[config.mk]
export PLATFORM = sky130hd
export DESIGN_NAME = ppl_div
export DESIGN_NICKNAME = d
export VERILOG_FILES = /design/src/rtl/ppl_pkg.sv /design/src/rtl/ppl_div.sv
export SDC_FILE = /design/constraint.sdc
export NUM_CORES = 1
export LEC_CHECK = 0
export BUFFER_PORTS_ARGS = -buffer_cell sky130_fd_sc_hd__buf_4
export CAP_MARGIN = 20
export CORE_MARGIN = 2
export CORE_UTILIZATION = 30
export DETAILED_ROUTE_END_ITERATION = 6
export GPL_ROUTABILITY_DRIVEN = 0
export GPL_TIMING_DRIVEN = 1
export PLACE_DENSITY = 0.52
export RECOVER_POWER = 25
export SYNTH_ARGS = -nofsm -noshare
export SYNTH_HDL_FRONTEND = slang
export SYNTH_SLANG_ARGS = --single-unit
[constraint.sdc]
create_clock -name aclk -period 5.39 [get_ports aclk]
set_clock_uncertainty 0.15 [all_clocks]
set_input_delay 0.8085 -clock aclk [delete_from_list [all_inputs] [get_ports aclk]]
set_output_delay 0.8085 -clock aclk [all_outputs]
set_load 0.02 [all_outputs]
[src/rtl/ppl_pkg.sv]
// ----------------------------------------------------------------------------
// ppl_pkg
// Shared constants, types and helpers of the point projection luminance plotter.
// ----------------------------------------------------------------------------
package ppl_pkg;

    localparam int MAX_WIDTH  = 512;
    localparam int MAX_HEIGHT = 256;
    localparam int DEPTH      = MAX_WIDTH * MAX_HEIGHT;
    localparam int ADDR_W     = $clog2(DEPTH);
    localparam int ROW_W      = 8;
    localparam int COL_W      = 9;
    localparam int BRT_W      = 15;
    localparam int NUM_W      = 28;
    localparam int DEN_W      = 17;
    localparam int ONE_Q14    = 16384;
    localparam int GLYPH_STEPS = 11;

    localparam logic [3:0] GLYPH_BLANK = 4'd12;

    localparam logic [1:0] REQ_PLOT  = 2'd0;
    localparam logic [1:0] REQ_CLEAR = 2'd1;
    localparam logic [1:0] REQ_READ  = 2'd2;

    localparam logic [2:0] CFG_WIDTH   = 3'd0;
    localparam logic [2:0] CFG_HEIGHT  = 3'd1;
    localparam logic [2:0] CFG_DIST    = 3'd2;
    localparam logic [2:0] CFG_LIGHT_X = 3'd3;
    localparam logic [2:0] CFG_LIGHT_Y = 3'd4;
    localparam logic [2:0] CFG_LIGHT_Z = 3'd5;

    typedef struct packed {
        logic              re;
        logic              we;
        logic [ADDR_W-1:0] addr;
        logic [BRT_W-1:0]  wdata;
    } ppl_mem_req_t;

    function automatic logic [3:0] glyph_of(input logic [BRT_W-1:0] b);
        logic [BRT_W+3:0] prod;
        prod = {4'd0, b} * (BRT_W+4)'(GLYPH_STEPS);
        if (b == '0) begin
            return GLYPH_BLANK;
        end
        return prod[17:14];
    endfunction

endpackage

[src/rtl/ppl_div.sv]
// ----------------------------------------------------------------------------
// ppl_div
// Restoring unsigned divider, one quotient bit per cycle.
// ----------------------------------------------------------------------------
module ppl_div
    import ppl_pkg::*;
(
    input  logic             aclk,
    input  logic             aresetn,
    input  logic             start,
    input  logic [NUM_W-1:0] dividend,
    input  logic [DEN_W-1:0] divisor,
    output logic             done,
    output logic [NUM_W-1:0] quotient
);

    localparam int CNT_W = $clog2(NUM_W);

    logic [DEN_W-1:0] rem_reg, rem_next;
    logic [NUM_W-1:0] quo_reg, quo_next;
    logic [DEN_W-1:0] den_reg;
    logic [CNT_W-1:0] cnt_reg, cnt_next;
    logic             busy_reg, busy_next;
    logic             done_reg, done_next;
    logic [DEN_W:0]   trial;
    logic [DEN_W:0]   diff;

    assign trial = {rem_reg, quo_reg[NUM_W-1]};
    assign diff  = trial - {1'b0, den_reg};

    always_comb begin
        rem_next  = rem_reg;
        quo_next  = quo_reg;
        cnt_next  = cnt_reg;
        busy_next = busy_reg;
        done_next = 1'b0;
        if (start) begin
            rem_next  = '0;
            quo_next  = dividend;
            cnt_next  = CNT_W'(NUM_W - 1);
            busy_next = 1'b1;
        end else if (busy_reg) begin
            if (trial >= {1'b0, den_reg}) begin
                rem_next = diff[DEN_W-1:0];
                quo_next = {quo_reg[NUM_W-2:0], 1'b1};
            end else begin
                rem_next = trial[DEN_W-1:0];
                quo_next = {quo_reg[NUM_W-2:0], 1'b0};
            end
            cnt_next = cnt_reg - 1'b1;
            if (cnt_reg == '0) begin
                busy_next = 1'b0;
                done_next = 1'b1;
            end
        end
    end

    always_ff @(posedge aclk) begin
        if (!aresetn) begin
            busy_reg <= 1'b0;
            done_reg <= 1'b0;
            cnt_reg  <= '0;
        end else begin
            busy_reg <= busy_next;
            done_reg <= done_next;
            cnt_reg  <= cnt_next;
        end
    end

    always_ff @(posedge aclk) begin
        rem_reg <= rem_next;
        quo_reg <= quo_next;
        if (start) begin
            den_reg <= divisor;
        end
    end

    assign done     = done_reg;
    assign quotient = quo_reg;

endmodule

==> impl_metrics.csv <==
group,metric,value,unit
grt,grt_use_met2,0.223,
drt,route.detailed.drc,0,
drt,vias,2813,
clock_network,ctsResizeCount,0,
floorplanning,placementRows,40,
clock_network,clockBufferDepth,2,
worst_setup_path,worst-path-buf-inv,2,
synthesis,ys_ff_latch,69,
floorplanning,die_x,114,um
worst_setup_path,crit_chain,"inv_1, ha_1, inv_1, fa_1, a21o_1, a221o_1, o211ai_2, a22o_4, nand2_1, a311oi_1",
power,p_total,0.00154,W
worst_setup_path,worstPathMaxFanout,24,
synthesis,synthCells,337,
grt,gr-total-overflow,0,
sta,fin_setup_tns,0,ns
power,power_density,327,mW/mm^2
clock_network,cts_buffers,9,
worst_setup_path,cp_top_family,"compound AO/OA/AOI/OAI gates",
grt,met1_usage,0.169,
grt,grt_pass1_vias,3022,
floorplanning,ioPinCount,77,
final_layout,area_growth,28.9,%
sta,maxSlewHeadroom,0.505,
grt,antenna_found_initial,0,
drt,avgRoutedWirePerCell,15.1,um
worst_setup_path,cp.required,5.49,ns
floorplanning,die_area,0.0131,sq mm
synthesis,netlist_area,0.00366,sq mm
sta,holdWs,0.334,ns
grt,grt_pass1_wl,14.5,mm
sta,post-route-min-period,2.87,ns
worst_setup_path,cpMostUsedCell,"inv_1",
clock_network,cts_tree,"built",
drt,drtAntennaViolNets,0,
synthesis,synth_fp_nets,405,
power,power_leakage,1.96,nW
worst_setup_path,path_class,"reg2reg",
status,outcome,"finished, final reports clean",
sta,finalCritPeriodShare,0.532,
floorplanning,core-area,0.0120,sq mm
power,max-vdd-ir-drop,0.230,mV
final_layout,drive_gt1_frac,0.312,
clock_network,cts_hold_buffers,0,
final_layout,antennaDiodeCount,0,
synthesis,ys.flop_type,"edfxtp_1",
sta,slew_viol_final,0,
placement,dpl.hpwl,5.82,mm
placement,port_buffers,76,
drt,drt-initial-drc-count,127,
worst_setup_path,endpoint_kind,"flop",
clock_network,cts_sinks,69,
drt,routed_wl,8.53,mm
clock_network,postCtsSetupBuffers,0,
final_layout,largest_reg_flops,28,
synthesis,yosysWarnings,0,
clock_network,cts_max_level,3,
synthesis,async_flop_share,0,
clock_network,root_buffer,"clkbuf_16",
grt,grt_max_degree,59,
final_layout,final_util,0.394,
worst_setup_path,slowest_stage,"edfxtp_1",
synthesis,syn_avg_cell_area,10.8,sq um
sta,max_freq,348,MHz
flow_run,maxCapViolCount,0,
final_layout,n_fill_cell,1148,
clock_network,insertion_delay,0.35,ns
worst_setup_path,cp_slowest_stage_delay,0.42,ns
grt,grt_most_used_layer,"met2",
floorplanning,die-height,114,um
grt,grt_use_total,0.143,
synthesis,synthDistinctLibCells,50,
sta,tightest_slew,0.742,ns
hold_path,hold_class,"reg2reg",
synthesis,ys_seq_area_frac,0.501,
worst_setup_path,start_kind,"flop",
synthesis,synth_edf_count,45,
final_layout,nets,480,
sta,hold_viol_final,0,
clock_network,clkTransAtPathRegs,0.06,ns
worst_setup_path,arrival,2.97,ns
drt,drt_first_pass_iters,4,
grt,met3_usage,0.0667,
sta,rsz0062_at_grt,"no",
sta,finalSetupViolCount,0,
floorplanning,initial_core_util,0.306,
drt,avgViaCountPerCell,4.99,
==> cells in the final DEF, fill, tap and decap left out, drive strengths merged, types with 2 or more instances in the layout <==
master	Yosys	final
inv	25	26
nand4	2	2
a21oi	16	16
a21o	6	6
clkinvlp	0	2
buf	9	62
xnor2	8	8
nor2b	2	2
a31oi	5	5
nor3	4	4
o31ai	3	3
nand2b	3	3
a32oi	8	8
nand2	23	23
edfxtp	45	45
o311ai	4	4
ha	19	19
dfxtp	24	24
or2	2	2
xor2	7	7
a311oi	4	4
nor2	28	28
and3	3	3
or3	3	3
mux2	28	28
a211oi	3	3
nand3	15	15
o211ai	3	3
o21ai	14	14
clkbuf	6	28
bufinv	0	2
==> cells in the mapped netlist (all sizes together) (2+ instances only) <==
master,number,area (sq um)
dfxtp,24,480
xnor2,8,70.1
nand4,2,12.5
ha,19,238
inv,25,93.8
or2,2,12.5
and3,3,23.8
edfxtp,45,1350
nand2b,3,18.8
a21oi,16,80.1
o311ai,4,35.0
o21ai,14,70.1
o211ai,3,27.5
o31ai,3,22.5
nand3,15,75.1
a311oi,4,35.0
a211oi,3,22.5
a32oi,8,70.1
buf,9,45.0
nor2b,2,12.5
nand2,23,86.3
mux2,28,315
a31oi,5,31.3
nor2,28,105
or3,3,18.8
a21o,6,45.0
clkbuf,6,22.5
xor2,7,61.3
nor3,4,20.0
==> metrics by stage <==
step                std cells  instance area (sq um)  setup WS, ns
CTS                       563                   4680          2.50
finish                    564                   4710          2.52
floorplan                 337                   3660          2.66
detailed placement        547                   4360          2.40
global route              564                   4710          2.27
global placement          547                   4360          2.46
==> layer usage <==
metal  wire, um  share of wire
met1       3800           0.45
met2       3840           0.45
met3        734          0.086
met4        156          0.018
met5          0              0
==> power breakdown <==
part / internal (W) / total (W) / switching, W
clock network: 0.000419 / 0.000656 / 0.000236
logic: 0.000116 / 0.000248 / 0.000132
registers: 0.000612 / 0.000637 / 0.0000246
==> final timing paths <==
path,from,to,slack [ns],cells after the start
worst max-delay path,quotient[27],rem_reg[5],2.52,10
worst min-delay path,rem_reg[16],rem_reg[16],0.33,2
worst max register to register,quotient[27],rem_reg[5],2.52,10
worst min register to register,rem_reg[16],rem_reg[16],0.33,2
==> final cells by class <==
cell class	count	area, sq um	area share
Timing Repair Buffer	79	613	0.130
Multi-Input combinational cell	228	1660	0.353
Clock inverter	5	83.8	0.0178
Tap cell	147	184	0.0390
Sequential cell	69	1830	0.389
Clock buffer	11	243	0.0515
Inverter	25	93.8	0.0199
==> logic make-up after synthesis <==
group           synth area share
xor+xnor                  0.0359
compound gates             0.147
mux                       0.0862
fa+ha+maj                 0.0705
flops                      0.501
buf+inv                   0.0441
simple gates               0.115
==> worst register-to-register path, stage by stage, from the launching register on <==
cell and delay (ns):
edfxtp_1 0.42, inv_1 0.08, ha_1 0.15, inv_1 0.05, fa_1 0.39, a21o_1 0.22, a221o_1 0.33, o211ai_2 0.27
a22o_4 0.32, nand2_1 0.11, a311oi_1 0.28
Power figures use the tool's default switching activity.
